<file path="config.mk">
export PLATFORM = sky130hd
export DESIGN_NAME = ascii_number_entry_parser_top
export DESIGN_NICKNAME = d
export VERILOG_FILES = /design/src/hdl/anp_pkg.sv /design/src/hdl/anp_step.sv /design/src/hdl/ascii_number_entry_parser_top.sv
export SDC_FILE = /design/constraint.sdc
export NUM_CORES = 1
export LEC_CHECK = 0
export BUFFER_PORTS_ARGS = -buffer_cell sky130_fd_sc_hd__buf_2
export CELL_PAD_IN_SITES_DETAIL_PLACEMENT = 0
export CELL_PAD_IN_SITES_GLOBAL_PLACEMENT = 2
export CORE_UTILIZATION = 35
export DETAILED_ROUTE_END_ITERATION = 7
export GPL_TIMING_DRIVEN = 1
export PLACE_DENSITY_LB_ADDON = 0.1
export REMOVE_ABC_BUFFERS = 1
export SLEW_MARGIN = 20
export SYNTH_ARGS = -nofsm -noshare
export SYNTH_HDL_FRONTEND = slang
export SYNTH_HIERARCHICAL = 1
export SYNTH_SLANG_ARGS = --single-unit
</file>
<file path="constraint.sdc">
create_clock -name clk -period 6.8 [get_ports clk]
set_clock_uncertainty 0.1 [all_clocks]
set_input_delay 2.04 -clock clk [delete_from_list [all_inputs] [get_ports clk]]
set_output_delay 2.04 -clock clk [all_outputs]
set_load 0.01 [all_outputs]
</file>
<file path="src/hdl/anp_pkg.sv">
// Shared types and character codes for the ASCII number entry parser.
package anp_pkg;

    localparam int CHAR_W  = 8;
    localparam int VALUE_W = 16;
    localparam int COUNT_W = 16;
    localparam int DIGIT_W = 4;

    // Control characters
    localparam logic [CHAR_W-1:0] CHAR_BS = 8'h08;
    localparam logic [CHAR_W-1:0] CHAR_CR = 8'h0D;

    // Digit character ranges
    localparam logic [CHAR_W-1:0] CHAR_0  = 8'h30;
    localparam logic [CHAR_W-1:0] CHAR_9  = 8'h39;
    localparam logic [CHAR_W-1:0] CHAR_UA = 8'h41;
    localparam logic [CHAR_W-1:0] CHAR_UF = 8'h46;
    localparam logic [CHAR_W-1:0] CHAR_LA = 8'h61;
    localparam logic [CHAR_W-1:0] CHAR_LF = 8'h66;

    localparam logic [DIGIT_W-1:0] DIGIT_TEN = 4'hA;

    // Radix selection
    localparam logic RADIX_DEC = 1'b0;
    localparam logic RADIX_HEX = 1'b1;

    // Reciprocal of ten: floor(x/10) == (x * DIV10_MUL) >> DIV10_SHIFT for 16-bit x
    localparam int DIV10_SHIFT = 19;
    localparam logic [31:0] DIV10_MUL = 32'd52429;

    // Output width of tdata: echo_valid, echo_char, value, padded to bytes
    localparam int OUT_DATA_W = 32;

    typedef struct packed {
        logic               echo_valid;
        logic [CHAR_W-1:0]  echo_char;
        logic               done_res;
        logic [VALUE_W-1:0] value;
    } anp_result_t;

endpackage

</file>
<file path="src/hdl/anp_step.sv">
// Per-item decode and accumulator update for the number entry parser.
module anp_step (
    input  logic                         radix_mode,
    input  logic [anp_pkg::CHAR_W-1:0]   rx_char,
    input  logic [anp_pkg::VALUE_W-1:0]  accum,
    input  logic [anp_pkg::COUNT_W-1:0]  count,
    output logic [anp_pkg::VALUE_W-1:0]  accum_next,
    output logic [anp_pkg::COUNT_W-1:0]  count_next,
    output anp_pkg::anp_result_t         result
);
    import anp_pkg::*;

    logic               is_digit;
    logic [DIGIT_W-1:0] digit;
    logic [CHAR_W-1:0]  offs;
    logic [VALUE_W-1:0] times_radix;
    logic [VALUE_W-1:0] div_radix;
    logic [31:0]        div10_prod;

    // Classify the byte and get its digit value
    always_comb
    begin
        is_digit = 1'b0;
        digit    = '0;
        offs     = '0;
        case (rx_char) inside
            [CHAR_0:CHAR_9]:
            begin
                offs     = rx_char - CHAR_0;
                is_digit = 1'b1;
                digit    = offs[DIGIT_W-1:0];
            end
            [CHAR_UA:CHAR_UF]:
            begin
                offs     = rx_char - CHAR_UA;
                is_digit = (radix_mode == RADIX_HEX);
                digit    = offs[DIGIT_W-1:0] + DIGIT_TEN;
            end
            [CHAR_LA:CHAR_LF]:
            begin
                offs     = rx_char - CHAR_LA;
                is_digit = (radix_mode == RADIX_HEX);
                digit    = offs[DIGIT_W-1:0] + DIGIT_TEN;
            end
            default:
            begin
                is_digit = 1'b0;
            end
        endcase
    end

    // Shift-and-add multiply by the radix; shift divide by sixteen, reciprocal divide by ten
    assign div10_prod = {16'b0, accum} * DIV10_MUL;

    always_comb
    begin
        if (radix_mode == RADIX_HEX)
        begin
            times_radix = {accum[VALUE_W-5:0], 4'b0};
            div_radix   = {4'b0, accum[VALUE_W-1:4]};
        end
        else
        begin
            times_radix = {accum[VALUE_W-4:0], 3'b0} + {accum[VALUE_W-2:0], 1'b0};
            div_radix   = {3'b0, div10_prod[DIV10_SHIFT+12:DIV10_SHIFT]};
        end
    end

    // State update and result
    always_comb
    begin
        accum_next        = accum;
        count_next        = count;
        result.echo_valid = 1'b0;
        result.echo_char  = '0;
        result.done_res   = 1'b0;
        result.value      = accum;
        if (rx_char == CHAR_CR)
        begin
            accum_next      = '0;
            count_next      = '0;
            result.done_res = 1'b1;
        end
        else if (is_digit)
        begin
            accum_next        = times_radix + {{(VALUE_W-DIGIT_W){1'b0}}, digit};
            count_next        = count + 1'b1;
            result.echo_valid = 1'b1;
            result.echo_char  = rx_char;
            result.value      = accum_next;
        end
        else if (rx_char == CHAR_BS && count != '0)
        begin
            accum_next        = div_radix;
            count_next        = count - 1'b1;
            result.echo_valid = 1'b1;
            result.echo_char  = rx_char;
            result.value      = div_radix;
        end
    end

endmodule

</file>
<file path="src/hdl/ascii_number_entry_parser_top.sv">
// Top level of the ASCII number entry parser.
//
// Usage: received terminal bytes enter on the s_axis channel, one byte per
// item in s_axis_tdata. Each byte yields exactly one result item on m_axis:
// tdata carries echo_valid, echo_char and the current 16-bit value, and
// tlast is set when a carriage return ended the entry (value is then final).
// Digits in the selected radix accumulate, backspace removes one digit,
// other bytes pass through with echo_valid low.
// The radix (0 decimal, 1 hex) is written through cfg_we/cfg_wdata; the user
// must write it only while the block is idle, the block does not enforce it.
// The accepted byte goes through the input register, then the result
// register, where the result goes valid. Throughput: one item per cycle
// while m_axis_tready stays high; the accumulate and reciprocal divide
// sit in one combinational stage between the registers.
// Reset clears the accumulator, digit count, radix and both valid flags.
// When m_axis_tready is low the result register holds and the input
// register still takes one more item before s_axis_tready drops.
module ascii_number_entry_parser_top (
    input  logic        clk,
    input  logic        rst_n,
    // config
    input  logic        cfg_we,
    input  logic        cfg_wdata,
    // input stream
    input  logic        s_axis_tvalid,
    output logic        s_axis_tready,
    input  logic [7:0]  s_axis_tdata,   // [7:0] rx_char
    // output stream
    output logic        m_axis_tvalid,
    input  logic        m_axis_tready,
    // [0] echo_valid, [8:1] echo_char, [24:9] value
    output logic [anp_pkg::OUT_DATA_W-1:0] m_axis_tdata,
    output logic        m_axis_tlast    // done_res
);
    import anp_pkg::*;

    logic               radix_reg;
    logic               in_valid_reg;
    logic [CHAR_W-1:0]  in_char_reg;
    logic [VALUE_W-1:0] accum_reg;
    logic [VALUE_W-1:0] accum_next;
    logic [COUNT_W-1:0] count_reg;
    logic [COUNT_W-1:0] count_next;
    logic               out_valid_reg;
    anp_result_t        out_reg;
    anp_result_t        result;
    logic               advance;

    // Item moves from input register to result register
    assign advance       = in_valid_reg && (!out_valid_reg || m_axis_tready);
    assign s_axis_tready = !in_valid_reg || advance;

    // Radix register
    always_ff @(posedge clk or negedge rst_n)
    begin
        if (!rst_n)
            radix_reg <= RADIX_DEC;
        else if (cfg_we)
            radix_reg <= cfg_wdata;
    end

    // Input register
    always_ff @(posedge clk or negedge rst_n)
    begin
        if (!rst_n)
            in_valid_reg <= 1'b0;
        else if (s_axis_tready)
            in_valid_reg <= s_axis_tvalid;
    end

    always_ff @(posedge clk)
    begin
        if (s_axis_tready && s_axis_tvalid)
            in_char_reg <= s_axis_tdata;
    end

    anp_step u_step (
        .radix_mode (radix_reg),
        .rx_char    (in_char_reg),
        .accum      (accum_reg),
        .count      (count_reg),
        .accum_next (accum_next),
        .count_next (count_next),
        .result     (result)
    );

    // Entry state
    always_ff @(posedge clk or negedge rst_n)
    begin
        if (!rst_n)
        begin
            accum_reg <= '0;
            count_reg <= '0;
        end
        else if (advance)
        begin
            accum_reg <= accum_next;
            count_reg <= count_next;
        end
    end

    // Result register
    always_ff @(posedge clk or negedge rst_n)
    begin
        if (!rst_n)
            out_valid_reg <= 1'b0;
        else if (advance)
            out_valid_reg <= 1'b1;
        else if (m_axis_tready)
            out_valid_reg <= 1'b0;
    end

    always_ff @(posedge clk)
    begin
        if (advance)
            out_reg <= result;
    end

    assign m_axis_tvalid = out_valid_reg;
    assign m_axis_tlast  = out_reg.done_res;
    assign m_axis_tdata  = {7'b0, out_reg.value, out_reg.echo_char, out_reg.echo_valid};

endmodule

</file>
# [Word level (Yosys, flattened, before mapping)]
# Cells that the tools add are included.
[word_totals] regBits=69 ram_bits=0 inputBits=14 latchBits=0 mem_count=0 wordCells=62 romBits=0
[op_classes] magnitude_cmp=6 n_mul=1 bitwise=0 div=0 muxes=20 n_shift=0 add_sub_neg=9 n_eq_ne=2 n_reduce_logical=14
[ops] operator="2-to-1 mux 16 bit" n=8
[ops] operator="multiplier 16 x 16 -> 32 bit (second input constant)" n=1
[ops] operator="2-to-1 mux 9 bit" n=2
[ops] operator="adder 16 x 1 -> 16 bit (second input constant)" n=1
[ops] operator="adder 16 bit" n=1
[ops] operator="adder 16 x 4 -> 16 bit" n=1
[ops] operator="== test 8 x 4 -> 1 bit (second input constant)" n=2
[ops] operator=">= comparator 8 x 7 -> 1 bit (second input constant)" n=2
[ops] operator="<= comparator 8 x 7 -> 1 bit (second input constant)" n=2
[ops] operator="nonzero test 16 bit" n=1
[ops] operator="subtractor 16 x 1 -> 16 bit (second input constant)" n=1
[ops] operator="2-to-1 mux 13 bit" n=1
[ops] operator="2-to-1 mux 4 bit" n=3
[ops] operator="subtractor 4 x 1 -> 4 bit (second input constant)" n=3
[ops] operator="adder 4 bit (second input constant)" n=2
[ops] operator=">= comparator 8 x 6 -> 1 bit (second input constant)" n=1
[ops] operator="<= comparator 8 x 6 -> 1 bit (second input constant)" n=1
[ops] operator="logical AND 1 bit" n=6
[ops] operator="2-to-1 mux 1 bit" n=6
[ops] operator="nonzero test 3 bit" n=1
[ops] operator="logical NOT 1 bit" n=2
[ops] operator="logical OR 1 bit" n=2
[ops] operator="AND reduction 2 bit" n=1
[ops] operator="nonzero test 2 bit" n=1

# [Longest topological paths before layout]
[logic_depth] depth_word=8 ltp_mapped=23 depth_no_buf=23

# [Modules after synthesis]
# The synthesis kept the hierarchy.
[by_module_without_submodules] mod="anp_step" area_per_inst_um2=6981.7 n_inst=1 cells_each=862 seq_area_each_um2=0.0
[by_module_without_submodules] mod="ascii_number_entry_parser_top" area_per_inst_um2=2522.4 n_inst=1 cells_each=120 seq_area_each_um2=1896.8

# [Worst setup path before layout]
# OpenSTA, ideal clock, no wires.
[synth_timing] kind="register to register" start="register accum_reg[1]" end="register accum_reg[12]" path_buffers=0 path_slack_ps=768 required_ps=6575 arrival_time_ps=5807 setup_time_ps=125 path_stages_with_launch=21 path_cell_list="dfrtp_1 -> ha_1 -> xor2_1 -> ha_1 -> fa_1 -> fa_1 -> fa_1 -> inv_1 -> fa_1 -> inv_1 -> ha_1 -> a21o_1 -> a21o_1 -> a221o_1 -> a21o_1 -> a311o_1 -> a41oi_1 -> xnor2_1 -> a22oi_1 -> a21oi_1 -> mux2_4"
[synth_via] elab_chain_cells=5 word_cells_on_any_way=8 classes_between="2 x add/sub; 1 x mul; 5 x mux"
[synth_rtl] item="start, declared" line_no="ascii_number_entry_parser_top.sv:40" rtl="logic [VALUE_W-1:0] accum_reg;"
[synth_rtl] item="start signal, assigned" line_no="ascii_number_entry_parser_top.sv:97" rtl="accum_reg <= accum_next;"
[synth_rtl] item="multiplier 16 x 16 -> 32 bit / adder 16 bit (equally long branches)" line_no="anp_step.sv:53, anp_step.sv:64"
[synth_rtl] item="2-to-1 mux 13 bit / 2-to-1 mux 16 bit (equally long branches)" line_no="anp_step.sv:57" rtl="if (radix_mode == RADIX_HEX)"
[synth_rtl] item="2-to-1 mux 16 bit / adder 16 x 4 -> 16 bit (equally long branches)"
[synth_rtl] item="2-to-1 mux 16 bit (*)"
[synth_rtl] item="2-to-1 mux 16 bit (*)" line_no="anp_step.sv:78" rtl="if (rx_char == CHAR_CR)"
[synth_rtl] item="via accum_next[12]" line_no="ascii_number_entry_parser_top.sv:41" rtl="logic [VALUE_W-1:0] accum_next;"
# The timed path passes the listed nets; every way through them passes the cells marked *.
# A chain may end at the register's enable or synchronous reset.

# [Final worst setup path]
[layout_timing] start="register accum_reg[1]" end="register accum_reg[11]"
# Same word-level chain as after synthesis.

==> reports/qor.csv <==
metric,value,unit
vias in the first global route,7182,
post-synthesis sequential area ratio,20.0,%
first-pass GRT wire length,43400,um
initial antenna violation count,0,
max-cap viol count,0,
largest fanout on the critical path,7,
status,finished clean,
antenna-violating nets left,0,
Post-synth EDFFs,34,
CTS root buf,clkbuf_16,
postcts setup bufs,0,
RSZ-0062 raised after global routing,no,
Clock Latency Late Sink,0.35,ns
Synth Cell Area,9500,um2
hold buffer count at CTS,0,
GR Layer Usage met1,31.4,%
CTS tree,done,
ant diodes,0,
Core ar.,26400,um2
most used flip-flop cell after synthesis,dfrtp_1,
Die Y,167,um
crit path DAT,6.55,ns
fin. max-slew vios,0,
final period utilization,94.3,%
hpwl dp,21800,um
"Async S/R FF share, synth",50.7,%
NumNets Final,1276,
P&R area growth vs syn,9.97,%
Setup Total Neg Slack,0,ns
grt ovf,0,
Initial DRC Count,426,
multi-input logic area,6770,um2
Bufs on Longest Clock Path,2,
CP Launch Type,register,
total CTS buffers,9,
Fill cells,2679,
grt met2 use,31.0,%
f_max,156,MHz
cells after synthesis,982,
Hold Crit Class,reg -> reg,
Yosys reg bits,69,
detailed-route wire length per cell,19.7,um
die width,167,um
# setup viols final,0,
CP Data Required Time,6.93,ns
yosys warns,6,
met3 Track Usage GR,2.92,%
Slew @ Worst Pin,1.09,ns
kind of critical path,reg -> reg,
busiest grt layer,met1,
clk sinks,69,
die area,27800,um2
Final min period,6.42,ns
I/O Buffers,41,
final wirelength,27000,um
FP Rows,59,
drt via density,5.11,
post_cts resized,0,
worst slew margin relative to its limit,27.4,%
largest net degree at the start of global routing,39,
via count,7005,
gr usage total,20.6,%
share of layout cells above drive strength 1,13.1,%
GP Congestion,0.821,
htree depth,3,
drt pass-1 iters,5,
# IOs,49,
Yosys cell types,79,
sequential standard cell area,1900,um2
syn avg cell area,9.68,um2
DRC Markers,0,
"Hold Violations, Final",0,
CP Capture Type,register,
clk slew on worst S/H paths,0.06,ns
number of flip-flops in the largest register,25,
Initial Utilization,36.1,%
==> Yosys cell counts, types with 3 or more instances <==
master,n,area [um2]
a31oi_1,3,18.8
a22oi_1,4,30.0
xnor2_1,20,175
o21a_1,6,45.0
nor2b_1,21,131
a21oi_1,33,165
inv_1,179,672
clkbuf_1,17,63.8
and4_1,3,26.3
or3_1,5,31.3
and3_1,8,50.1
a22o_1,4,35.0
xor2_1,34,298
nand2b_1,8,50.1
buf_2,6,30.0
mux2_2,4,45.0
nor4_1,3,18.8
edfxtp_1,34,1020
a211o_1,4,35.0
and2_1,7,43.8
nand2_1,54,203
nand3_1,15,75.1
nand4_1,9,56.3
buf_6,3,33.8
o31ai_1,6,45.0
nor2_1,49,184
o21ai_0,23,115
ha_1,153,1910
a21o_1,21,158
fa_1,78,1560
a221oi_1,4,35.0
or2_2,4,25.0
mux2i_1,5,50.1
a2111oi_0,4,35.0
nor3_1,11,55.1
mux2_4,29,435
a211oi_1,6,45.0
dfrtp_1,35,876
o211ai_1,6,45.0
buf_4,8,60.1
nor3b_1,4,30.0
==> logic make-up after synthesis <==
kind of cell / after synthesis / synth area share (%)
other cells: 2 / 0.0790
xor+xnor: 54 / 4.98
mux: 38 / 5.58
fa+ha+maj: 231 / 36.6
compound gates: 158 / 11.8
buf+inv: 214 / 9.08
flops: 69 / 20.0
simple gates: 216 / 12.0
==> cell usage in the layout (no fill, tap or decap), types with 21 or more instances in the layout <==
cell type	netlist	layout
inv_1	179	179
ha_1	153	153
fa_1	78	78
nand2_1	54	54
nor2_1	49	48
buf_2	6	41
dfrtp_1	35	35
edfxtp_1	34	34
xor2_1	34	34
a21oi_1	33	33
mux2_4	29	29
buf_4	8	26
o21ai_0	23	23
a21o_1	21	21
nor2b_1	21	21
==> worst paths after layout <==
kind / slack (ns) / to / depth (start not counted) / from
worst max register to register: 0.38 / accum_reg[11]$_DFFE_PN0P_ / 20 / accum_reg[1]$_DFFE_PN0P_
worst max-delay path: 0.38 / accum_reg[11]$_DFFE_PN0P_ / 20 / accum_reg[1]$_DFFE_PN0P_
max in group asynchronous: 4.28 / accum_reg[15]$_DFFE_PN0P_ / 1 / rst_n
min in group asynchronous: 1.73 / in_valid_reg$_DFFE_PN0P_ / 1 / rst_n
worst min register to register: 0.45 / m_axis_tvalid$_DFFE_PN0P_ / 1 / in_valid_reg$_DFFE_PN0P_
worst min-delay path: 0.45 / m_axis_tvalid$_DFFE_PN0P_ / 1 / in_valid_reg$_DFFE_PN0P_
==> metrics by stage <==
stage	setup WS, ns	hold slack [ns]	util (%)	cells	instance area, um2
after global placement	0.494	0.434	38.5	1355	10200
after floorplan	0.716	0.414	-	953	9340
after detailed placement	0.433	0.434	38.5	1355	10200
after CTS	0.410	0.456	39.7	1371	10500
final	0.384	0.453	39.7	1371	10500
after global routing	0.111	0.496	39.7	1371	10500
==> layout make-up <==
type,count,area share (%)
multi-input cells,705,64.8
clock inverters,5,0.491
repair buffers,67,3.83
inverters,179,6.43
well taps,335,4.01
flip-flops and latches,69,18.1
clock buffers,11,2.32
==> layer usage <==
layer | part of all wire [%] | wire, um
met2 | 43 | 11600
met3 | 4.5 | 1230
met5 | 0 | 0
met4 | 1.2 | 330
met1 | 51 | 13900
==> worst max-delay path, cell delays in order (launching register included) <==
cell	delay, ns
dfrtp_1	0.47
ha_1	0.40
xor2_1	0.17
ha_1	0.31
fa_1	0.52
fa_1	0.52
fa_1	0.55
inv_1	0.06
fa_1	0.52
inv_1	0.04
ha_1	0.29
a21o_1	0.18
a21o_1	0.17
a221o_1	0.34
a211oi_1	0.35
o31ai_1	0.18
a31oi_1	0.23
xor2_1	0.29
o221ai_1	0.17
nor2b_1	0.17
mux2_4	0.28
Power is left out: the tool's default activity adds up to more than one toggle a clock period on the data nets, which glitch-free logic cannot reach.
